`src/hdl/snp_pkg.sv`:
```
// Shared types, codes and the control store for the six-bit name packer.
// No dependencies; every other file of the block except snp_if imports this package.
`default_nettype none
package snp_pkg;

	localparam int SECTION_BYTES = 22;

	localparam logic [4:0] FIRST_GROUP_IDX = 5'd2;
	localparam logic [4:0] NONCE_IDX       = 5'(SECTION_BYTES - 2);
	localparam logic [7:0] FILL_MASK       = 8'hAA;
	localparam logic [4:0] HDR_TYPE        = 5'd1;

	localparam logic [7:0] ASCII_UP_A  = 8'h41;
	localparam logic [7:0] ASCII_UP_Z  = 8'h5A;
	localparam logic [7:0] ASCII_LO_A  = 8'h61;
	localparam logic [7:0] ASCII_LO_Z  = 8'h7A;
	localparam logic [7:0] ASCII_ZERO  = 8'h30;
	localparam logic [7:0] ASCII_NINE  = 8'h39;
	localparam logic [7:0] ASCII_DOT   = 8'h2E;
	localparam logic [7:0] ASCII_USCR  = 8'h5F;

	localparam logic [5:0] CODE_LOWER_BASE = 6'd26;
	localparam logic [5:0] CODE_DIGIT_BASE = 6'd52;
	localparam logic [5:0] CODE_DOT        = 6'd62;
	localparam logic [5:0] CODE_USCR       = 6'd63;

	localparam logic [1:0] ST_OK       = 2'd0;
	localparam logic [1:0] ST_BAD_CHAR = 2'd1;
	localparam logic [1:0] ST_SHORT    = 2'd2;
	localparam logic [1:0] ST_LONG     = 2'd3;

	localparam logic [3:0] S_WAIT = 4'd0;
	localparam logic [3:0] S_G0   = 4'd1;
	localparam logic [3:0] S_G1   = 4'd2;
	localparam logic [3:0] S_G2   = 4'd3;
	localparam logic [3:0] S_CHK  = 4'd4;
	localparam logic [3:0] S_FILL = 4'd5;
	localparam logic [3:0] S_NLO  = 4'd6;
	localparam logic [3:0] S_NHI  = 4'd7;
	localparam logic [3:0] S_H0   = 4'd8;
	localparam logic [3:0] S_H1   = 4'd9;
	localparam logic [3:0] S_ERR  = 4'd10;

	localparam logic [3:0] V_ZERO = 4'd0;
	localparam logic [3:0] V_GRP0 = 4'd1;
	localparam logic [3:0] V_GRP1 = 4'd2;
	localparam logic [3:0] V_GRP2 = 4'd3;
	localparam logic [3:0] V_FILL = 4'd4;
	localparam logic [3:0] V_NLO  = 4'd5;
	localparam logic [3:0] V_NHI  = 4'd6;
	localparam logic [3:0] V_HDR0 = 4'd7;
	localparam logic [3:0] V_HDR1 = 4'd8;

	localparam logic [1:0] I_REG  = 2'd0;
	localparam logic [1:0] I_ZERO = 2'd1;
	localparam logic [1:0] I_ONE  = 2'd2;

	localparam logic [2:0] C_NEXT     = 3'd0;
	localparam logic [2:0] C_ALWAYS   = 3'd1;
	localparam logic [2:0] C_NOT_FIN  = 3'd2;
	localparam logic [2:0] C_IDX_END  = 3'd3;
	localparam logic [2:0] C_IDX_MORE = 3'd4;

	localparam logic [1:0] D_WAIT  = 2'd0;
	localparam logic [1:0] D_GROUP = 2'd1;
	localparam logic [1:0] D_ERR   = 2'd2;

	typedef struct packed {
		logic       accept;
		logic       emit;
		logic [3:0] vsel;
		logic [1:0] isel;
		logic       inc;
		logic       clr_grp;
		logic       clr_name;
		logic       st_err;
		logic       last;
		logic [2:0] cond;
		logic [3:0] target;
	} ctrl_t;

	typedef struct packed {
		logic       acc;
		logic [1:0] disp;
		logic       can_emit;
		logic       fin;
		logic       idx_end;
		logic       idx_more;
	} flags_t;

	typedef struct packed {
		logic       valid;
		logic [5:0] code;
	} sixbit_t;

	localparam ctrl_t CTRL_NOP = '{1'b0, 1'b0, V_ZERO, I_REG, 1'b0, 1'b0, 1'b0, 1'b0, 1'b0,
		C_ALWAYS, S_WAIT};

	function automatic sixbit_t char_to_code(input logic [7:0] ch);
		sixbit_t r;
		r.valid = 1'b1;
		r.code  = 6'd0;
		if (ch >= ASCII_UP_A && ch <= ASCII_UP_Z) begin
			r.code = 6'(ch - ASCII_UP_A);
		end else if (ch >= ASCII_LO_A && ch <= ASCII_LO_Z) begin
			r.code = 6'(ch - ASCII_LO_A) + CODE_LOWER_BASE;
		end else if (ch >= ASCII_ZERO && ch <= ASCII_NINE) begin
			r.code = 6'(ch - ASCII_ZERO) + CODE_DIGIT_BASE;
		end else if (ch == ASCII_DOT) begin
			r.code = CODE_DOT;
		end else if (ch == ASCII_USCR) begin
			r.code = CODE_USCR;
		end else begin
			r.valid = 1'b0;
		end
		return r;
	endfunction

	// control store
	function automatic ctrl_t ucode(input logic [3:0] step);
		ctrl_t w;
		w = CTRL_NOP;
		unique case (step)
			S_WAIT: begin
				w.accept = 1'b1;
			end
			S_G0: begin
				w.emit = 1'b1; w.vsel = V_GRP0; w.inc = 1'b1; w.cond = C_NEXT;
			end
			S_G1: begin
				w.emit = 1'b1; w.vsel = V_GRP1; w.inc = 1'b1; w.cond = C_NEXT;
			end
			S_G2: begin
				w.emit = 1'b1; w.vsel = V_GRP2; w.inc = 1'b1; w.clr_grp = 1'b1;
				w.cond = C_NOT_FIN; w.target = S_WAIT;
			end
			S_CHK: begin
				w.cond = C_IDX_END; w.target = S_NLO;
			end
			S_FILL: begin
				w.emit = 1'b1; w.vsel = V_FILL; w.inc = 1'b1;
				w.cond = C_IDX_MORE; w.target = S_FILL;
			end
			S_NLO: begin
				w.emit = 1'b1; w.vsel = V_NLO; w.inc = 1'b1; w.cond = C_NEXT;
			end
			S_NHI: begin
				w.emit = 1'b1; w.vsel = V_NHI; w.cond = C_NEXT;
			end
			S_H0: begin
				w.emit = 1'b1; w.vsel = V_HDR0; w.isel = I_ZERO; w.cond = C_NEXT;
			end
			S_H1: begin
				w.emit = 1'b1; w.vsel = V_HDR1; w.isel = I_ONE; w.last = 1'b1;
				w.clr_name = 1'b1;
			end
			S_ERR: begin
				w.emit = 1'b1; w.isel = I_ZERO; w.st_err = 1'b1; w.last = 1'b1;
				w.clr_name = 1'b1;
			end
			default: begin
				w = CTRL_NOP;
			end
		endcase
		return w;
	endfunction

endpackage
`default_nettype wire

```
`src/hdl/snp_if.sv`:
```
// Valid/ready channel interfaces for name characters in and section bytes out.
// No dependencies.
`default_nettype none
interface snp_in_if;
	logic        valid;
	logic        ready;
	logic [7:0]  character;
	logic [15:0] nonce;
	logic        last_char;

	modport source (output valid, character, nonce, last_char, input ready);
	modport sink (input valid, character, nonce, last_char, output ready);
endinterface

interface snp_out_if;
	logic       valid;
	logic       ready;
	logic [4:0] byte_index;
	logic [7:0] byte_value;
	logic [1:0] status;
	logic       last;

	modport source (output valid, byte_index, byte_value, status, last, input ready);
	modport sink (input valid, byte_index, byte_value, status, last, output ready);
endinterface
`default_nettype wire

```
`src/hdl/snp_useq.sv`:
```
// Step counter and control store of the six-bit name packer.
// Depends on snp_pkg.
`default_nettype none
module snp_useq (
	input  wire             clk,
	input  wire             arst_n,
	input  snp_pkg::flags_t flags,
	output snp_pkg::ctrl_t  ctrl
);
	import snp_pkg::*;

	logic [3:0] step_q;
	logic [3:0] step_d;
	logic [3:0] step_inc;

	assign ctrl     = ucode(step_q);
	assign step_inc = step_q + 4'd1;

	always_comb begin
		step_d = step_q;
		if (ctrl.accept) begin
			if (flags.acc) begin
				unique case (flags.disp)
					D_GROUP: step_d = S_G0;
					D_ERR:   step_d = S_ERR;
					default: step_d = S_WAIT;
				endcase
			end
		end else if (!ctrl.emit || flags.can_emit) begin
			unique case (ctrl.cond)
				C_NEXT:     step_d = step_inc;
				C_ALWAYS:   step_d = ctrl.target;
				C_NOT_FIN:  step_d = flags.fin ? step_inc : ctrl.target;
				C_IDX_END:  step_d = flags.idx_end ? ctrl.target : step_inc;
				C_IDX_MORE: step_d = flags.idx_more ? ctrl.target : step_inc;
				default:    step_d = S_WAIT;
			endcase
		end
	end

	always_ff @(posedge clk or negedge arst_n) begin
		if (!arst_n) begin
			step_q <= S_WAIT;
		end else begin
			step_q <= step_d;
		end
	end

endmodule
`default_nettype wire

```
`src/hdl/snp_dpath.sv`:
```
// Datapath of the six-bit name packer: code mapping, packing, counters, output register.
// Depends on snp_pkg and snp_if; driven by the control word from snp_useq.
`default_nettype none
module snp_dpath #(
	parameter int MAX_NAME_LEN = 24
) (
	input  wire             clk,
	input  wire             arst_n,
	input  snp_pkg::ctrl_t  ctrl,
	output snp_pkg::flags_t flags,
	snp_in_if.sink          name_ch,
	snp_out_if.source       section_ch,
	input  wire             cfg_wr_en,
	input  wire [5:0]       cfg_wr_data
);
	import snp_pkg::*;

	localparam int CW = $clog2(MAX_NAME_LEN + 2);

	logic [23:0]   grp_q;
	logic [CW-1:0] cnt_q;
	logic [1:0]    err_q;
	logic [4:0]    idx_q;
	logic          fin_q;
	logic [15:0]   nonce_q;
	logic [5:0]    colour_q;

	logic          ovld_q;
	logic [4:0]    oidx_q;
	logic [7:0]    oval_q;
	logic [1:0]    ost_q;
	logic          olast_q;

	sixbit_t       cc;
	logic [1:0]    pos;
	logic          in_range;
	logic [CW-1:0] cnt_n;
	logic [1:0]    err_n;
	logic [23:0]   grp_n;
	logic [23:0]   grp_or;
	logic          grp_emit;
	logic [1:0]    disp;
	logic          acc;
	logic          can_emit;
	logic          act;
	logic [4:0]    extra;
	logic [7:0]    val_d;
	logic [4:0]    idx_d;

	assign name_ch.ready = ctrl.accept;
	assign acc           = name_ch.valid && ctrl.accept;
	assign can_emit      = !ovld_q || section_ch.ready;
	assign act           = !ctrl.accept && (!ctrl.emit || can_emit);

	assign cc       = char_to_code(name_ch.character);
	assign pos      = cnt_q[1:0];
	assign in_range = cnt_q < CW'(MAX_NAME_LEN);

	always_comb begin
		grp_or = grp_q;
		case (pos)
			2'd0:    grp_or[5:0]   = grp_q[5:0] | cc.code;
			2'd1:    grp_or[11:6]  = grp_q[11:6] | cc.code;
			2'd2:    grp_or[17:12] = grp_q[17:12] | cc.code;
			default: grp_or[23:18] = grp_q[23:18] | cc.code;
		endcase
	end

	always_comb begin
		err_n    = err_q;
		grp_n    = grp_q;
		grp_emit = 1'b0;
		if (in_range) begin
			cnt_n = cnt_q + CW'(1);
			if (!cc.valid && err_q == ST_OK) begin
				err_n = ST_BAD_CHAR;
			end
			if (err_n == ST_OK) begin
				grp_n    = grp_or;
				grp_emit = (pos == 2'd3) && !name_ch.last_char;
			end
		end else begin
			cnt_n = CW'(MAX_NAME_LEN + 1);
			err_n = ST_LONG;
		end
		if (name_ch.last_char && cnt_n < CW'(2)) begin
			err_n = ST_SHORT;
		end
		if (grp_emit) begin
			disp = D_GROUP;
		end else if (name_ch.last_char) begin
			disp = (err_n != ST_OK) ? D_ERR : D_GROUP;
		end else begin
			disp = D_WAIT;
		end
	end

	assign flags.acc      = acc;
	assign flags.disp     = disp;
	assign flags.can_emit = can_emit;
	assign flags.fin      = fin_q;
	assign flags.idx_end  = idx_q == NONCE_IDX;
	assign flags.idx_more = (idx_q + 5'd1) != NONCE_IDX;

	assign extra = 5'(cnt_q) - 5'd2;

	always_comb begin
		unique case (ctrl.vsel)
			V_GRP0:  val_d = grp_q[7:0];
			V_GRP1:  val_d = grp_q[15:8];
			V_GRP2:  val_d = grp_q[23:16];
			V_FILL:  val_d = FILL_MASK ^ {3'b000, idx_q};
			V_NLO:   val_d = nonce_q[7:0];
			V_NHI:   val_d = nonce_q[15:8];
			V_HDR0:  val_d = {colour_q[2:0], HDR_TYPE};
			V_HDR1:  val_d = {extra, colour_q[5:3]};
			default: val_d = 8'h00;
		endcase
		unique case (ctrl.isel)
			I_ZERO:  idx_d = 5'd0;
			I_ONE:   idx_d = 5'd1;
			default: idx_d = idx_q;
		endcase
	end

	always_ff @(posedge clk or negedge arst_n) begin
		if (!arst_n) begin
			grp_q    <= '0;
			cnt_q    <= '0;
			err_q    <= ST_OK;
			idx_q    <= FIRST_GROUP_IDX;
			fin_q    <= 1'b0;
			colour_q <= '0;
			ovld_q   <= 1'b0;
		end else begin
			if (cfg_wr_en) begin
				colour_q <= cfg_wr_data;
			end
			if (acc) begin
				grp_q <= grp_n;
				cnt_q <= cnt_n;
				err_q <= err_n;
				fin_q <= name_ch.last_char;
			end else if (act) begin
				if (ctrl.inc) begin
					idx_q <= idx_q + 5'd1;
				end
				if (ctrl.clr_grp) begin
					grp_q <= '0;
				end
				if (ctrl.clr_name) begin
					grp_q <= '0;
					cnt_q <= '0;
					err_q <= ST_OK;
					idx_q <= FIRST_GROUP_IDX;
					fin_q <= 1'b0;
				end
			end
			if (act && ctrl.emit) begin
				ovld_q <= 1'b1;
			end else if (section_ch.ready) begin
				ovld_q <= 1'b0;
			end
		end
	end

	always_ff @(posedge clk) begin
		if (acc) begin
			nonce_q <= name_ch.nonce;
		end
		if (act && ctrl.emit) begin
			oidx_q  <= idx_d;
			oval_q  <= val_d;
			ost_q   <= ctrl.st_err ? err_q : ST_OK;
			olast_q <= ctrl.last;
		end
	end

	assign section_ch.valid      = ovld_q;
	assign section_ch.byte_index = oidx_q;
	assign section_ch.byte_value = oval_q;
	assign section_ch.status     = ost_q;
	assign section_ch.last       = olast_q;

endmodule
`default_nettype wire

```
`src/hdl/six_bit_name_packer.sv`:
```
// Six-bit name packer: one character per transfer in, 22 section bytes or one error out.
// An ordinary character is only packed; a fourth character adds three group bytes.
// The final character starts a burst of one byte per cycle, up to 22 bytes with a check
// step for filler among them; an error gives a single result. The control store's step
// counter sequences the burst, and a full output register stalls it.
// arst_n clears the step counter, packing state and colour register at once.
`default_nettype none
module six_bit_name_packer #(
	parameter int MAX_NAME_LEN = 24
) (
	input  wire       clk,
	input  wire       arst_n,
	snp_in_if.sink    name_ch,
	snp_out_if.source section_ch,
	input  wire       cfg_wr_en,
	input  wire [5:0] cfg_wr_data
);
	import snp_pkg::*;

	ctrl_t  ctrl;
	flags_t flags;

	snp_useq u_useq (
		.clk    (clk),
		.arst_n (arst_n),
		.flags  (flags),
		.ctrl   (ctrl)
	);

	snp_dpath #(
		.MAX_NAME_LEN (MAX_NAME_LEN)
	) u_dpath (
		.clk         (clk),
		.arst_n      (arst_n),
		.ctrl        (ctrl),
		.flags       (flags),
		.name_ch     (name_ch),
		.section_ch  (section_ch),
		.cfg_wr_en   (cfg_wr_en),
		.cfg_wr_data (cfg_wr_data)
	);

endmodule
`default_nettype wire

```
`src/flat_wrapper.sv`:
```
// flat-port wrapper written by rule: the top's interface ports become plain ports
module six_bit_name_packer_flat import snp_pkg::*;
#(
	parameter int MAX_NAME_LEN = 24
)
  (clk, arst_n, cfg_wr_en, cfg_wr_data, name_ch_valid, name_ch_character, name_ch_nonce, name_ch_last_char, name_ch_ready, section_ch_valid, section_ch_byte_index, section_ch_byte_value, section_ch_status, section_ch_last, section_ch_ready);
  snp_in_if name_ch_i ();
  snp_out_if section_ch_i ();
  input  wire clk;
  input  wire arst_n;
  input  wire cfg_wr_en;
  input  wire [5:0] cfg_wr_data;
  input wire logic [$bits(name_ch_i.valid)-1:0] name_ch_valid;
  input wire logic [$bits(name_ch_i.character)-1:0] name_ch_character;
  input wire logic [$bits(name_ch_i.nonce)-1:0] name_ch_nonce;
  input wire logic [$bits(name_ch_i.last_char)-1:0] name_ch_last_char;
  output wire logic [$bits(name_ch_i.ready)-1:0] name_ch_ready;
  output wire logic [$bits(section_ch_i.valid)-1:0] section_ch_valid;
  output wire logic [$bits(section_ch_i.byte_index)-1:0] section_ch_byte_index;
  output wire logic [$bits(section_ch_i.byte_value)-1:0] section_ch_byte_value;
  output wire logic [$bits(section_ch_i.status)-1:0] section_ch_status;
  output wire logic [$bits(section_ch_i.last)-1:0] section_ch_last;
  input wire logic [$bits(section_ch_i.ready)-1:0] section_ch_ready;
  assign name_ch_i.valid = name_ch_valid;
  assign name_ch_i.character = name_ch_character;
  assign name_ch_i.nonce = name_ch_nonce;
  assign name_ch_i.last_char = name_ch_last_char;
  assign name_ch_ready = name_ch_i.ready;
  assign section_ch_valid = section_ch_i.valid;
  assign section_ch_byte_index = section_ch_i.byte_index;
  assign section_ch_byte_value = section_ch_i.byte_value;
  assign section_ch_status = section_ch_i.status;
  assign section_ch_last = section_ch_i.last;
  assign section_ch_i.ready = section_ch_ready;
  six_bit_name_packer #(.MAX_NAME_LEN(MAX_NAME_LEN)) u_core (.clk(clk), .arst_n(arst_n), .name_ch(name_ch_i), .section_ch(section_ch_i), .cfg_wr_en(cfg_wr_en), .cfg_wr_data(cfg_wr_data));
endmodule
```
`config.mk`:
```
export PLATFORM = sky130hd
export DESIGN_NAME = six_bit_name_packer_flat
export DESIGN_NICKNAME = d
export VERILOG_FILES = /design/src/hdl/snp_pkg.sv /design/src/hdl/snp_if.sv /design/src/hdl/snp_useq.sv /design/src/hdl/snp_dpath.sv /design/src/hdl/six_bit_name_packer.sv /design/src/flat_wrapper.sv
export SDC_FILE = /design/constraint.sdc
export NUM_CORES = 1
export LEC_CHECK = 0
export ABC_AREA = 1
export BUFFER_PORTS_ARGS = -buffer_cell sky130_fd_sc_hd__buf_2
export CORE_MARGIN = 2
export CORE_UTILIZATION = 50
export DETAILED_ROUTE_END_ITERATION = 10
export PLACE_DENSITY = 0.7
export SKIP_LAST_GASP = 1
export SYNTH_ARGS = -nofsm -noshare
export SYNTH_HDL_FRONTEND = slang
export SYNTH_SLANG_ARGS = --single-unit
```
`constraint.sdc`:
```
create_clock -name clk -period 3.74 [get_ports clk]
set_input_delay 0.187 -clock clk [delete_from_list [all_inputs] [get_ports clk]]
set_output_delay 0.187 -clock clk [all_outputs]
set_load 0.005 [all_outputs]
```
## After elaboration in Yosys (flattened, before gate mapping)

Index checks and enable logic that the tools add are counted.

| cells by class | value |
|---|---|
| add/sub/neg operators | 9 |
| $lt $le $gt $ge | 8 |
| multiplexer cells | 63 |
| reduce and logical (&&, ||, !) cells | 41 |
| equality and inequality tests | 40 |
| bitwise operators | 6 |

Operators by type and width:

| cell | number |
|---|---|
| $mux 24 | 6 |
| $pmux 8 s8 | 1 |
| $mux 6 | 9 |
| $eq 4x3->1 const B | 8 |
| $pmux 4 s8 | 1 |
| $mux 5 | 6 |
| $mux 4 | 6 |
| $or 6x6->6 | 4 |
| $mux 2 | 10 |
| $pmux 4 s5 | 1 |
| $reduce_and 5->1 | 4 |
| $mux 1 | 18 |
| $eq 4x2->1 const B | 4 |
| $eq 4x4->1 const B | 4 |
| $ge 8x7->1 const B | 2 |
| $le 8x7->1 const B | 2 |
| $pmux 3 s4 | 1 |
| $reduce_bool 2->1 | 6 |
| $sub 6x6->6 const B | 2 |
| $add 5x1->5 const B | 2 |
| $ne 2x1->1 const B | 5 |
| $pmux 5 s2 | 1 |
| $reduce_or 5->1 | 2 |
| $logic_and 1x1->1 | 9 |
| other kinds (36) | 53 |

| word-level totals | value |
|---|---|
| bits in registers | 80 |
| output and inout port bits | 18 |
| word-level logic and storage cells | 183 |
| input port bits | 36 |

## Longest topological paths before layout

Gate-level depths: netlist (run 1).

| depth | value |
|---|---|
| word-level depth | 20 |
| depth in mapped cells | 18 |
| gate-level depth less buffers | 18 |

## Hierarchy

Synthesis (run 1) repeated with hierarchy kept, for this count alone.

| unflattened totals | value |
|---|---|
| cell total of the unflattened synthesis | 746 |
| area total of the unflattened synthesis | 5,510.3 µm² |

By module, submodules not included:

| module | area each (µm²) | cells an instance | instances |
|---|---|---|---|
| snp_dpath | 4,648.2 | 609 | 1 |
| snp_useq | 862.1 | 137 | 1 |

## Worst setup path before layout (run 1)

No wires, ideal clock.

| timing path | value |
|---|---|
| kind | register -> register |
| start point | reg u_core.u_useq.step_q[1] |
| end point | reg u_core.u_dpath.oidx_q[0], in the netlist u_core.u_dpath.section_ch.byte_index[0] (enable) |
| library setup time | 0.364 ns |
| data arrival time | 1.689 ns |
| slack | 1.687 ns |
| clock period less this slack | 2.053 ns |
| stages on the path, launching flop included | 12 |
| cell sequence | dfrtp_1 -> inv_1 -> ha_1 -> nand3_1 -> nand2_1 -> nor2_1 -> nand3_1 -> nand2_1 -> nand2_2 -> inv_1 -> nand2_1 -> inv_1 |

| on the way | value |
|---|---|
| longest elaborated chain between the ends | 7 |
| elaborated cells between the ends (all ways) | 18 |
| classes of those cells | eq/ne (9); mux (2); reduce/logical (7) |

RTL lines:

| what | line | text |
|---|---|---|
| start: declaration | snp_useq.sv:12 | `logic [3:0] step_q;` |
| start signal: assignment | snp_useq.sv:45 | `step_q <= step_d;` |
| $eq 4x4->1, or another cell as far along | snp_pkg.sv:123 | `unique case (step)` |
| $reduce_or 9->1 (no line) | -- |  |
| $mux 1 | snp_pkg.sv:123 |  |
| $logic_not 1->1 | snp_dpath.sv:53 | `assign act = !ctrl.accept && (!ctrl.emit \|\| can_emit);` |
| $logic_or 1x1->1 | snp_dpath.sv:53 |  |
| $logic_and 1x1->1 | snp_dpath.sv:53 |  |
| $logic_and 1x1->1 * | snp_dpath.sv:171 | `if (act && ctrl.emit) begin` |
| end signal: assignment | snp_dpath.sv:172 | `oidx_q <= idx_d;` |
| end: declaration | snp_dpath.sv:29 | `logic [4:0] oidx_q;` |

Mark *: on every way between the ends. The rest lies on a longest branch, timed or not.
A chain may end at the register's enable or synchronous reset.

## Worst setup path in the final report (run 1)

Ends and elaborated chain as after synthesis.

==> impl_metrics.xml, run 1 <==
<?xml version="1.0" encoding="UTF-8"?>
<metrics>
  <group name="run_status">
    <metric name="outcome" unit="">completed</metric>
  </group>
  <group name="synthesis">
    <metric name="number_of_synthesis_warnings" unit="">0</metric>
    <metric name="synth_seq_area_share" unit="%">43.2</metric>
    <metric name="synth.net_count" unit="">701</metric>
    <metric name="synthArstFlopShare" unit="%">60.0</metric>
    <metric name="synth.distinct_cells" unit="">36</metric>
    <metric name="synth_area" unit="sq um">5010</metric>
    <metric name="synth_ff_type" unit="">sky130_fd_sc_hd__dfrtp_1</metric>
    <metric name="synth_edf_count" unit="">32</metric>
    <metric name="postSynthCellCount" unit="">643</metric>
    <metric name="ys_seq_elements" unit="">80</metric>
    <metric name="post_synth.cell_area_avg" unit="sq um">7.80</metric>
  </group>
  <group name="grt">
    <metric name="grt_start_max_net_pins" unit="">49</metric>
    <metric name="vias_in_the_first_global_route" unit="">4398</metric>
    <metric name="grtUsageMet1" unit="%">33.7</metric>
    <metric name="gr-usage-met3" unit="%">4.51</metric>
    <metric name="groute.usage.overall" unit="%">24.6</metric>
    <metric name="grt_overflow_total" unit="">0</metric>
    <metric name="grt_first_pass_wirelength" unit="mm">21.6</metric>
    <metric name="busiest_grt_layer" unit="">met2</metric>
    <metric name="globalRouteMet2Util" unit="%">40.6</metric>
    <metric name="number_of_antenna_violations_at_the_first_check_in_global_routing" unit="">0</metric>
  </group>
  <group name="worst_setup_path">
    <metric name="timing.critical_path.from_type" unit="">flop</metric>
    <metric name="required" unit="ns">3.73</metric>
    <metric name="worst_ep_arrival_time" unit="ns">2.54</metric>
    <metric name="r2r_slack" unit="ns">1.20</metric>
    <metric name="worst_r2r_dst" unit="">u_core.u_dpath.section_ch.byte_index[0]$_DFFE_PP_</metric>
    <metric name="critical_path.n_buffers_inverters" unit="">3</metric>
    <metric name="criticalPathCategory" unit="">flop to flop</metric>
    <metric name="cell_with_the_largest_stage_delay_on_the_worst_path" unit="">sky130_fd_sc_hd__inv_1</metric>
    <metric name="regToRegStartpoint" unit="">u_core.u_useq.step_q[1]$_DFFE_PN0P_</metric>
    <metric name="timing.critical_path.cells" unit="">inv_1 -&gt; ha_1 -&gt; nand3_1 -&gt; nand2_1 -&gt; nor2_1 -&gt; nand3_1 -&gt; nand2_1 -&gt; nand2_2 -&gt; inv_1 -&gt; nand2_1 -&gt; inv_1</metric>
    <metric name="r2r_cells" unit="">11</metric>
    <metric name="crit_fanout" unit="">16</metric>
    <metric name="timing.critical_path.slowest_cell_delay" unit="ns">0.52</metric>
    <metric name="timing.critical_path.max_delay_family" unit="">simple AND/OR/NAND/NOR gates</metric>
    <metric name="timing.critical_path.to_type" unit="">flop</metric>
  </group>
  <group name="routing">
    <metric name="route.detailed.drc" unit="">0</metric>
    <metric name="drtPass1Iterations" unit="">5</metric>
    <metric name="detail_route.wl_per_cell" unit="um">15.0</metric>
    <metric name="post_drt_via_cell_ratio" unit="">5.42</metric>
    <metric name="detail_route.iter0.violations" unit="">341</metric>
    <metric name="detail_route.wirelength" unit="mm">12.8</metric>
    <metric name="vias" unit="">4623</metric>
    <metric name="detail-route-antenna-nets" unit="">0</metric>
  </group>
  <group name="clocking">
    <metric name="clock_sink_count" unit="">80</metric>
    <metric name="clkTransAtPathRegs" unit="ns">0.09</metric>
    <metric name="cts_root_buf" unit="">sky130_fd_sc_hd__clkbuf_8</metric>
    <metric name="cts_repair_resize_count" unit="">0</metric>
    <metric name="post_cts.repair.setup_buffers" unit="">0</metric>
    <metric name="clock_insertion_delay_worst_skew" unit="ns">0.37</metric>
    <metric name="numCtsBuffers" unit="">9</metric>
    <metric name="holdBufCountCts" unit="">14</metric>
    <metric name="cts_tree" unit="">done</metric>
    <metric name="clk_path_buf_depth" unit="">2</metric>
    <metric name="htreeDepth" unit="">3</metric>
  </group>
  <group name="die">
    <metric name="placeableCoreArea" unit="sq um">9770</metric>
    <metric name="initial_utilization" unit="%">51.3</metric>
    <metric name="num_rows" unit="">36</metric>
    <metric name="total_die_area" unit="sq um">10800</metric>
    <metric name="fp.dieW" unit="um">104</metric>
    <metric name="die-height" unit="um">104</metric>
    <metric name="design.portCount" unit="">54</metric>
  </group>
  <group name="timing">
    <metric name="totalNegativeSetupSlack" unit="ns">0</metric>
    <metric name="period_share" unit="%">67.9</metric>
    <metric name="setup-violations-final" unit="">0</metric>
    <metric name="count_of_final_hold_check_violations" unit="">0</metric>
    <metric name="clock-skew-final" unit="ns">0.0106</metric>
    <metric name="pin_slew_with_the_least_headroom_to_its_limit" unit="ns">0.944</metric>
    <metric name="grt_setup_unrepaired" unit="">false</metric>
    <metric name="maxClockFrequency" unit="GHz">0.394</metric>
    <metric name="post-route-min-period" unit="ns">2.54</metric>
    <metric name="relSlewSlack" unit="%">37.1</metric>
    <metric name="max_transition_viols_final" unit="">0</metric>
  </group>
  <group name="layout">
    <metric name="syn2layout_area_growth" unit="%">15.2</metric>
    <metric name="antennaDiodeCount" unit="">0</metric>
    <metric name="drive_gt1_share" unit="%">16.5</metric>
    <metric name="layout.filler_cells" unit="">883</metric>
    <metric name="finalNetCount" unit="">773</metric>
  </group>
  <group name="placement">
    <metric name="hpwl" unit="mm">9.40</metric>
    <metric name="gp_congestion" unit="">1.02</metric>
    <metric name="placement.io_buffers" unit="">53</metric>
  </group>
  <group name="hold_path">
    <metric name="min-delay-start" unit="">section_ch_ready</metric>
    <metric name="hold_path.class" unit="">input port to flop</metric>
    <metric name="holdPathStages" unit="">2</metric>
    <metric name="holdPathEnd" unit="">u_core.u_dpath.section_ch.valid$_DFFE_PN0P_</metric>
  </group>
  <group name="power">
    <metric name="power_density" unit="nW/um^2">798</metric>
    <metric name="design_power_total" unit="uW">4610</metric>
    <metric name="leakage" unit="uW">0.00290</metric>
    <metric name="vdd_ir_drop_max" unit="V">0.000352</metric>
  </group>
  <group name="job">
    <metric name="drv_cap" unit="">0</metric>
  </group>
</metrics>
-- worst register-to-register path, stage by stage (launching register included) --
cell and delay (ns):
sky130_fd_sc_hd__dfrtp_1 0.43, sky130_fd_sc_hd__inv_1 0.09, sky130_fd_sc_hd__ha_1 0.26, sky130_fd_sc_hd__nand3_1 0.21, sky130_fd_sc_hd__nand2_1 0.09, sky130_fd_sc_hd__nor2_1 0.10
sky130_fd_sc_hd__nand3_1 0.09, sky130_fd_sc_hd__nand2_1 0.10, sky130_fd_sc_hd__nand2_2 0.13, sky130_fd_sc_hd__inv_1 0.09, sky130_fd_sc_hd__nand2_1 0.06, sky130_fd_sc_hd__inv_1 0.52
-- synthesized netlist by cell type, types with 13 or more instances --
library cell	number	share of area, %
sky130_fd_sc_hd__ha_1	22	5.5
sky130_fd_sc_hd__o21ai_0	28	2.8
sky130_fd_sc_hd__inv_2	13	0.97
sky130_fd_sc_hd__a21oi_1	34	3.4
sky130_fd_sc_hd__nor2_1	61	4.6
sky130_fd_sc_hd__xor2_1	13	2.3
sky130_fd_sc_hd__nand2_1	141	11
sky130_fd_sc_hd__nand3_1	75	7.5
sky130_fd_sc_hd__o22ai_1	13	1.6
sky130_fd_sc_hd__inv_1	90	6.7
sky130_fd_sc_hd__nand4_1	14	1.7
sky130_fd_sc_hd__edfxtp_1	32	19
sky130_fd_sc_hd__dfrtp_1	47	23
-- flip-flops by register name, indices dropped and copies added, names as in the netlist, 2 cells and up --
signal	cells
u_core.u_dpath.grp_q	24
u_core.u_dpath.nonce_q	16
u_core.u_dpath.section_ch.byte_value	8
u_core.u_dpath.colour_q	6
u_core.u_dpath.cnt_q	5
u_core.u_dpath.idx_q	5
u_core.u_dpath.section_ch.byte_index	5
u_core.u_useq.step_q	4
u_core.u_dpath.err_q	2
u_core.u_dpath.section_ch.status	2
-- layout make-up --
class	instances	area (sq um)	share of cell area [%]
inverters	103	387	6.69
well taps	133	166	2.88
clock buffers	11	141	2.45
clock inverters	5	62.6	1.08
repair buffers	73	458	7.93
flip-flops and latches	80	2160	37.5
multi-input cells	448	2400	41.5
-- cells by family (layout without fill, tap and decap cells) --
| kind of cell | after synthesis | in the layout | share of synthesized area [%] |
|---|---|---|---|
| adders and majority gates | 22 | 22 | 5.49 |
| buffers and inverters | 115 | 192 | 9.01 |
| muxes | 5 | 5 | 1.12 |
| AOI/OAI and AO/OA | 84 | 84 | 9.26 |
| DFF | 80 | 80 | 43.2 |
| and+or+nand+nor | 324 | 324 | 29.7 |
| xor gates and xnor gates | 13 | 13 | 2.27 |
-- metal layers --
metal  vias up  wire [um]
met4         0        193
met2       150       6270
li1       2249          -
met3        19        793
met1      2205       5510
met5         -          0
-- metrics by stage --
| stage | utilization (%) | cell area, sq um | instances | hold WS, ns | setup WS [ns] |
|---|---|---|---|---|---|
| 2_1_floorplan | - | 5010 | 643 | -0.109 | 1.69 |
| 3_3_place_gp | 55.3 | 5400 | 820 | 0.340 | 1.31 |
| 3_5_place_dp | 55.3 | 5400 | 820 | 0.344 | 1.26 |
| 4_1_cts | 58.8 | 5750 | 850 | 0.000598 | 1.24 |
| 5_1_grt | 59.1 | 5780 | 853 | 0.0379 | 0.887 |
| 6_report | 59.1 | 5780 | 853 | 0.0338 | 1.20 |
-- where the power goes --
group / switching [uW] / total, uW / internal [uW]
clock: 329 / 661 / 332
combinational: 1680 / 2400 / 720
sequential: 200 / 1550 / 1350
-- layout by cell type (no fill, tap or decap), types with 22 or more instances in the layout --
master,count
sky130_fd_sc_hd__ha_1,22
sky130_fd_sc_hd__a21oi_1,34
sky130_fd_sc_hd__nand2_1,141
sky130_fd_sc_hd__nand3_1,75
sky130_fd_sc_hd__dfrtp_1,47
sky130_fd_sc_hd__o21ai_0,28
sky130_fd_sc_hd__buf_2,53
sky130_fd_sc_hd__nor2_1,61
sky130_fd_sc_hd__edfxtp_1,32
sky130_fd_sc_hd__inv_1,90
-- worst max-delay path by stage --
stage,start,to,depth (start not counted)
floorplan,u_core.u_useq.step_q[1]$_DFFE_PN0P_,u_core.u_dpath.section_ch.byte_index[0]$_DFFE_PP_,11
global placement,u_core.u_useq.step_q[1]$_DFFE_PN0P_,u_core.u_dpath.section_ch.byte_value[4]$_DFFE_PP_,11
detailed placement,u_core.u_useq.step_q[1]$_DFFE_PN0P_,u_core.u_dpath.section_ch.byte_value[4]$_DFFE_PP_,11
CTS,u_core.u_useq.step_q[1]$_DFFE_PN0P_,u_core.u_dpath.section_ch.byte_index[0]$_DFFE_PP_,11
global route,u_core.u_useq.step_q[1]$_DFFE_PN0P_,u_core.u_dpath.grp_q[16]$_DFFE_PN0P_,10
finish,u_core.u_useq.step_q[1]$_DFFE_PN0P_,u_core.u_dpath.section_ch.byte_index[0]$_DFFE_PP_,11
Power figures use the tool's default switching activity.
==> run 2: changes to the inputs <==
clock period = 2.4 ns   (was 3.74 ns; I/O delays follow)
==> run 2 against run 1 <==
Clock-buffer cell count unchanged; core utilization grew 1.8 points; via count hardly changed; sequential power is 55% higher; sequential share of layout area fell by 1.1 points; power is 60% higher; fmax grew 13%; global-route usage up 0.11 points; critical path depth increased by 2; register-to-register slack worse by 1.0 ns; sequential cell count unchanged; highest routed layer unchanged; clock power rose by 49%.
==> impl_metrics.xml, run 2 (synthesis results as in run 1) <==
<?xml version="1.0" encoding="UTF-8"?>
<metrics>
  <group name="layout">
    <metric name="area.sequential" unit="sq um">2160</metric>
    <metric name="multiInputGateArea" unit="sq um">2410</metric>
    <metric name="flip_flop_count_of_the_largest_register_after_layout" unit="">24</metric>
    <metric name="final_design_area_no_fill" unit="sq um">5950</metric>
    <metric name="max_flop_register" unit="">u_core.u_dpath.grp_q</metric>
    <metric name="drive_gt1_share" unit="%">18.0</metric>
    <metric name="finalNetCount" unit="">790</metric>
    <metric name="commonest_non_fill_non_tap_cells_in_the_layout" unit="">sky130_fd_sc_hd__nand2_1 (141), sky130_fd_sc_hd__inv_1 (89), sky130_fd_sc_hd__nand3_1 (73)</metric>
    <metric name="antennaDiodeCount" unit="">0</metric>
    <metric name="syn2layout_area_growth" unit="%">18.7</metric>
    <metric name="layout.cells.most_common" unit="">sky130_fd_sc_hd__nand2_1</metric>
    <metric name="layout.filler_cells" unit="">861</metric>
  </group>
  <group name="timing">
    <metric name="grt_setup_unrepaired" unit="">true</metric>
    <metric name="max_transition_viols_final" unit="">0</metric>
    <metric name="setup-violations-final" unit="">0</metric>
    <metric name="totalNegativeSetupSlack" unit="ns">0</metric>
    <metric name="pin_slew_with_the_least_headroom_to_its_limit" unit="ns">0.483</metric>
    <metric name="period_share" unit="%">93.5</metric>
    <metric name="count_of_final_hold_check_violations" unit="">0</metric>
    <metric name="relSlewSlack" unit="%">67.8</metric>
    <metric name="timing.hold.ws" unit="ns">0.0765</metric>
    <metric name="post-route-min-period" unit="ns">2.24</metric>
    <metric name="maxClockFrequency" unit="GHz">0.446</metric>
    <metric name="clock-skew-final" unit="ns">0.00847</metric>
  </group>
  <group name="power">
    <metric name="leakage" unit="uW">0.00298</metric>
    <metric name="power_density" unit="nW/um^2">1240</metric>
    <metric name="vdd_ir_drop_max" unit="V">0.000630</metric>
    <metric name="design_power_total" unit="uW">7380</metric>
  </group>
  <group name="routing">
    <metric name="post_drt_via_cell_ratio" unit="">5.32</metric>
    <metric name="drtPass1Iterations" unit="">5</metric>
    <metric name="detail-route-antenna-nets" unit="">0</metric>
    <metric name="detail_route.iter0.violations" unit="">418</metric>
    <metric name="detail_route.wl_per_cell" unit="um">14.9</metric>
    <metric name="detail_route.wirelength" unit="mm">12.9</metric>
    <metric name="route.detailed.drc" unit="">0</metric>
    <metric name="vias" unit="">4626</metric>
  </group>
  <group name="die">
    <metric name="num_rows" unit="">36</metric>
    <metric name="total_die_area" unit="sq um">10800</metric>
    <metric name="die-height" unit="um">104</metric>
    <metric name="initial_utilization" unit="%">51.3</metric>
    <metric name="fp.dieW" unit="um">104</metric>
    <metric name="placeableCoreArea" unit="sq um">9770</metric>
    <metric name="design.portCount" unit="">54</metric>
  </group>
  <group name="worst_setup_path">
    <metric name="r2r_slack" unit="ns">0.16</metric>
    <metric name="crit_fanout" unit="">10</metric>
    <metric name="required" unit="ns">2.70</metric>
    <metric name="worst_ep_arrival_time" unit="ns">2.55</metric>
    <metric name="timing.critical_path.to_type" unit="">flop</metric>
    <metric name="timing.critical_path.from_type" unit="">flop</metric>
    <metric name="criticalPathCategory" unit="">flop to flop</metric>
  </group>
  <group name="clocking">
    <metric name="clk_path_buf_depth" unit="">2</metric>
    <metric name="numCtsBuffers" unit="">9</metric>
    <metric name="clkTransAtPathRegs" unit="ns">0.08</metric>
    <metric name="clock_insertion_delay_worst_skew" unit="ns">0.36</metric>
    <metric name="cts_root_buf" unit="">sky130_fd_sc_hd__clkbuf_8</metric>
    <metric name="clock_sink_count" unit="">80</metric>
    <metric name="htreeDepth" unit="">3</metric>
    <metric name="cts_tree" unit="">done</metric>
  </group>
  <group name="grt">
    <metric name="grt_first_pass_wirelength" unit="mm">21.3</metric>
    <metric name="number_of_antenna_violations_at_the_first_check_in_global_routing" unit="">0</metric>
    <metric name="groute.usage.overall" unit="%">24.7</metric>
    <metric name="grt_start_max_net_pins" unit="">38</metric>
    <metric name="grt_overflow_total" unit="">0</metric>
    <metric name="vias_in_the_first_global_route" unit="">4458</metric>
  </group>
  <group name="hold_path">
    <metric name="hold_path.class" unit="">input port to flop</metric>
  </group>
  <group name="placement">
    <metric name="placement.io_buffers" unit="">53</metric>
    <metric name="gp_congestion" unit="">0.933</metric>
    <metric name="hpwl" unit="mm">9.68</metric>
    <metric name="dpl_cell_area" unit="sq um">5490</metric>
  </group>
  <group name="job">
    <metric name="drv_cap" unit="">0</metric>
  </group>
  <group name="run_status">
    <metric name="outcome" unit="">completed</metric>
  </group>
</metrics>
[run 2: worst max-delay path, cell delays in order (launching register included)]
cell and delay [ns]:
sky130_fd_sc_hd__dfrtp_1 0.42, sky130_fd_sc_hd__buf_4 0.15, sky130_fd_sc_hd__ha_1 0.28, sky130_fd_sc_hd__nand3_2 0.15, sky130_fd_sc_hd__nand2_1 0.06, sky130_fd_sc_hd__nor2_1 0.11
sky130_fd_sc_hd__nand3_1 0.11, sky130_fd_sc_hd__nand2_1 0.09, sky130_fd_sc_hd__nand2_2 0.13, sky130_fd_sc_hd__nand2_4 0.17, sky130_fd_sc_hd__nand3_1 0.11, sky130_fd_sc_hd__nor2_2 0.25
sky130_fd_sc_hd__nand2_1 0.09, sky130_fd_sc_hd__nand2_1 0.07
[run 2: final cells by class]
class | count | share of cell area [%]
Clock inverter | 5 | 0.631
Inverter | 103 | 6.50
Clock buffer | 11 | 2.73
Multi-Input combinational cell | 448 | 40.4
Sequential cell | 80 | 36.3
Tap cell | 133 | 2.80
Timing Repair Buffer | 90 | 10.6
[run 2: power by group]
part	total, uW	internal (uW)	switching, uW
combinational	3980	1320	2670
clock	982	470	512
sequential	2410	2090	321
total	7380	3880	3500
[run 2: final timing paths]
check,cells past startpoint,startpoint,endpoint
max,13,u_core.u_useq.step_q[0]$_DFFE_PN0P_,u_core.u_dpath.grp_q[20]$_DFFE_PN0P_
min,2,cfg_wr_en,u_core.u_dpath.colour_q[2]$_DFFE_PN0P_
min in group asynchronous,2,arst_n,u_core.u_dpath.cnt_q[2]$_DFFE_PN0P_
max in group asynchronous,3,arst_n,u_core.u_dpath.idx_q[1]$_DFFE_PN1P_
min reg2reg,2,u_core.u_dpath.grp_q[19]$_DFFE_PN0P_,u_core.u_dpath.grp_q[19]$_DFFE_PN0P_
max reg2reg,13,u_core.u_useq.step_q[0]$_DFFE_PN0P_,u_core.u_dpath.grp_q[20]$_DFFE_PN0P_
[run 2: routing by layer]
metal  global-route usage (%)  part of all wire, %
met5                        0                    0
met4                     8.20                  2.0
met3                     5.89                  8.3
met2                     41.5                   47
met1                     31.5                   42
[run 2: through the flow]
stage	cells	setup slack (ns)	utilization (%)
final	870	0.157	60.9
after global routing	870	-0.00885	60.9
after CTS	866	0.118	60.4
after detailed placement	828	0.135	56.1
after global placement	828	0.142	56.1
after floorplan	643	0.347	-
[run 2: repair_timing]
item | 4_1_cts | 5_1_grt
gates resized for setup | 0 | 3
endpoints found under the setup margin | 0 | 27
hold endpoints to repair | 32 | 2
setup buffers | 0 | 2
hold buffers | 22 | 2
==> run 3: changes to the inputs <==
PLACE_DENSITY = 0.69   (was 0.7)
SYNTH_HIERARCHICAL = 1   (was unset)
==> run 3 against run 2 <==
Power is 7.1% higher; wire length rose by 16%; register-to-register slack worse by 0.10 ns; critical path type unchanged; largest cell class unchanged; largest power group unchanged.
==> impl_metrics.xml, run 3 <==
<?xml version="1.0" encoding="UTF-8"?>
<metrics>
  <group name="run_status">
    <metric name="outcome" unit="">completed</metric>
  </group>
  <group name="timing">
    <metric name="count_of_final_hold_check_violations" unit="">0</metric>
    <metric name="pin_slew_with_the_least_headroom_to_its_limit" unit="ns">0.361</metric>
    <metric name="max_transition_viols_final" unit="">0</metric>
    <metric name="totalNegativeSetupSlack" unit="ns">0</metric>
    <metric name="grt_setup_unrepaired" unit="">true</metric>
    <metric name="relSlewSlack" unit="%">75.7</metric>
    <metric name="post-route-min-period" unit="ns">2.34</metric>
    <metric name="period_share" unit="%">97.7</metric>
    <metric name="maxClockFrequency" unit="GHz">0.427</metric>
    <metric name="setup-violations-final" unit="">0</metric>
    <metric name="clock-skew-final" unit="ns">0.0102</metric>
  </group>
  <group name="worst_setup_path">
    <metric name="timing.critical_path.to_type" unit="">flop</metric>
    <metric name="timing.critical_path.cells" unit="">inv_2 -&gt; ha_2 -&gt; nand3_2 -&gt; nand2_1 -&gt; inv_1 -&gt; nand3_2 -&gt; inv_1 -&gt; nor2_1 -&gt; nand2_1 -&gt; buf_4 -&gt; o21ai_1 -&gt; nor2_2 -&gt; o2111ai_1</metric>
    <metric name="timing.critical_path.slowest_cell_delay" unit="ns">0.46</metric>
    <metric name="crit_fanout" unit="">6</metric>
    <metric name="worst_ep_arrival_time" unit="ns">2.56</metric>
    <metric name="cell_with_the_largest_stage_delay_on_the_worst_path" unit="">sky130_fd_sc_hd__dfrtp_2</metric>
    <metric name="critPathLaunch" unit="">u_core/u_useq/step_q[0]$_DFFE_PN0P_</metric>
    <metric name="required" unit="ns">2.61</metric>
    <metric name="criticalPathCategory" unit="">flop to flop</metric>
    <metric name="worst_r2r_dst" unit="">u_core/u_dpath/section_ch.byte_value[1]$_DFFE_PP_</metric>
    <metric name="regToRegStartpoint" unit="">u_core/u_useq/step_q[0]$_DFFE_PN0P_</metric>
    <metric name="r2r_cells" unit="">13</metric>
    <metric name="timing.critical_path.from_type" unit="">flop</metric>
    <metric name="r2r_slack" unit="ns">0.06</metric>
  </group>
  <group name="die">
    <metric name="die-height" unit="um">109</metric>
    <metric name="initial_utilization" unit="%">50.8</metric>
    <metric name="fp.dieW" unit="um">109</metric>
    <metric name="num_rows" unit="">38</metric>
    <metric name="placeableCoreArea" unit="sq um">10800</metric>
    <metric name="design.portCount" unit="">54</metric>
    <metric name="total_die_area" unit="sq um">11800</metric>
  </group>
  <group name="job">
    <metric name="drv_cap" unit="">0</metric>
  </group>
  <group name="layout">
    <metric name="antennaDiodeCount" unit="">0</metric>
    <metric name="layout.filler_cells" unit="">956</metric>
    <metric name="flip_flop_count_of_the_largest_register_after_layout" unit="">24</metric>
    <metric name="finalNetCount" unit="">894</metric>
    <metric name="max_flop_register" unit="">u_core/u_dpath/grp_q</metric>
    <metric name="layout.cells.most_common" unit="">sky130_fd_sc_hd__nand2_1</metric>
    <metric name="commonest_non_fill_non_tap_cells_in_the_layout" unit="">sky130_fd_sc_hd__nand2_1 (201), sky130_fd_sc_hd__inv_1 (119), sky130_fd_sc_hd__nand3_1 (72)</metric>
    <metric name="finish.cell_count_without_fillers" unit="">980</metric>
    <metric name="drive_gt1_share" unit="%">22.4</metric>
    <metric name="syn2layout_area_growth" unit="%">21.4</metric>
  </group>
  <group name="hold_path">
    <metric name="holdPathEnd" unit="">u_core/u_dpath/section_ch.valid$_DFFE_PN0P_</metric>
    <metric name="hold_path.class" unit="">input port to flop</metric>
    <metric name="holdPathStages" unit="">4</metric>
    <metric name="min-delay-start" unit="">section_ch_ready</metric>
  </group>
  <group name="routing">
    <metric name="detail_route.iter0.violations" unit="">408</metric>
    <metric name="detail_route.wl_per_cell" unit="um">15.2</metric>
    <metric name="route.detailed.drc" unit="">0</metric>
    <metric name="vias" unit="">5216</metric>
    <metric name="post_drt_via_cell_ratio" unit="">5.32</metric>
    <metric name="detail-route-antenna-nets" unit="">0</metric>
    <metric name="detail_route.wirelength" unit="mm">14.9</metric>
    <metric name="drtPass1Iterations" unit="">5</metric>
  </group>
  <group name="power">
    <metric name="power_density" unit="nW/um^2">1190</metric>
    <metric name="vdd_ir_drop_max" unit="V">0.000586</metric>
    <metric name="leakage" unit="uW">0.00347</metric>
  </group>
  <group name="synthesis">
    <metric name="number_of_synthesis_warnings" unit="">6</metric>
    <metric name="post_synth.cell_area_avg" unit="sq um">7.40</metric>
    <metric name="synth.net_count" unit="">801</metric>
    <metric name="postSynthCellCount" unit="">742</metric>
    <metric name="synth_area" unit="sq um">5490</metric>
  </group>
  <group name="clocking">
    <metric name="clk_path_buf_depth" unit="">2</metric>
    <metric name="clkTransAtPathRegs" unit="ns">0.09</metric>
    <metric name="clock_insertion_delay_worst_skew" unit="ns">0.37</metric>
    <metric name="cts_root_buf" unit="">sky130_fd_sc_hd__clkbuf_8</metric>
    <metric name="cts_tree" unit="">done</metric>
    <metric name="numCtsBuffers" unit="">9</metric>
    <metric name="htreeDepth" unit="">3</metric>
    <metric name="clock_sink_count" unit="">80</metric>
  </group>
  <group name="placement">
    <metric name="numPlacedInstances" unit="">937</metric>
    <metric name="placement.io_buffers" unit="">53</metric>
    <metric name="gp_congestion" unit="">0.950</metric>
    <metric name="hpwl" unit="mm">10.6</metric>
  </group>
  <group name="grt">
    <metric name="grt_start_max_net_pins" unit="">37</metric>
    <metric name="groute.usage.overall" unit="%">25.8</metric>
    <metric name="grt_first_pass_wirelength" unit="mm">23.7</metric>
    <metric name="number_of_antenna_violations_at_the_first_check_in_global_routing" unit="">0</metric>
    <metric name="grt_overflow_total" unit="">0</metric>
    <metric name="vias_in_the_first_global_route" unit="">5052</metric>
  </group>
</metrics>
-- run 3: area by class of cell --
cell class	instances	area [sq um]	area share, %
Inverter	132	508	7.62
Multi-Input combinational cell	507	2850	42.7
Clock inverter	6	73.8	1.11
Clock buffer	10	138	2.07
Sequential cell	80	2170	32.5
Tap cell	140	175	2.63
Timing Repair Buffer	105	757	11.4
-- run 3: layer usage --
| metal | GRT usage [%] | routed length [um] |
|---|---|---|
| met1 | 32.5 | 6360 |
| met2 | 44.6 | 7510 |
| met3 | 4.48 | 785 |
| met4 | 9.25 | 281 |
| met5 | 0 | 0 |
-- run 3: worst max-delay path by stage --
| stage | to |
|---|---|
| finish | u_core/u_dpath/section_ch.byte_value[1]$_DFFE_PP_ |
| global route | u_core/u_dpath/section_ch.byte_value[1]$_DFFE_PP_ |
| CTS | u_core/u_dpath/err_q[1]$_DFFE_PN0P_ |
| detailed placement | u_core/u_dpath/section_ch.byte_value[2]$_DFFE_PP_ |
| global placement | u_core/u_dpath/section_ch.byte_value[2]$_DFFE_PP_ |
| floorplan | u_core/u_useq/step_q[3]$_DFFE_PN0P_ |
-- run 3: timing repair --
item,in CTS,in global routing
endpoints found under the setup margin,3,44
cloned,0,1
hold buffers,23,0
resized for setup,5,43
pin swaps,1,10
setup buffers,1,2
hold endpoints to repair,42,0
-- run 3: stage by stage --
stage	setup WS [ns]	utilization [%]	total power (uW)	hold slack, ns	area (sq um)
floorplan	0.0660	-	5040	-0.176	5500
global placement	-0.144	55.6	6220	0.0382	6000
detailed placement	-0.143	55.6	6310	0.0401	6000
CTS	0.00526	60.0	7480	0.0159	6470
global route	-0.0407	61.7	8490	0.0732	6660
finish	0.0560	61.7	7900	0.0577	6660
-- run 3: report_power, final --
part | switching [uW] | internal, uW | total [uW] | leakage [uW]
Clock | 551 | 524 | 1070 | 0.000108
Combinational | 2780 | 1630 | 4410 | 0.00243
Sequential | 349 | 2070 | 2410 | 0.000935
-- run 3: critical path, delay by kind of cell, from the launching register on --
family	cells	cell delay [ns]
DFF	1	0.46
AOI/OAI and AO/OA	2	0.34
adders and majority gates	1	0.22
buffers and inverters	4	0.44
and+or+nand+nor	6	0.72
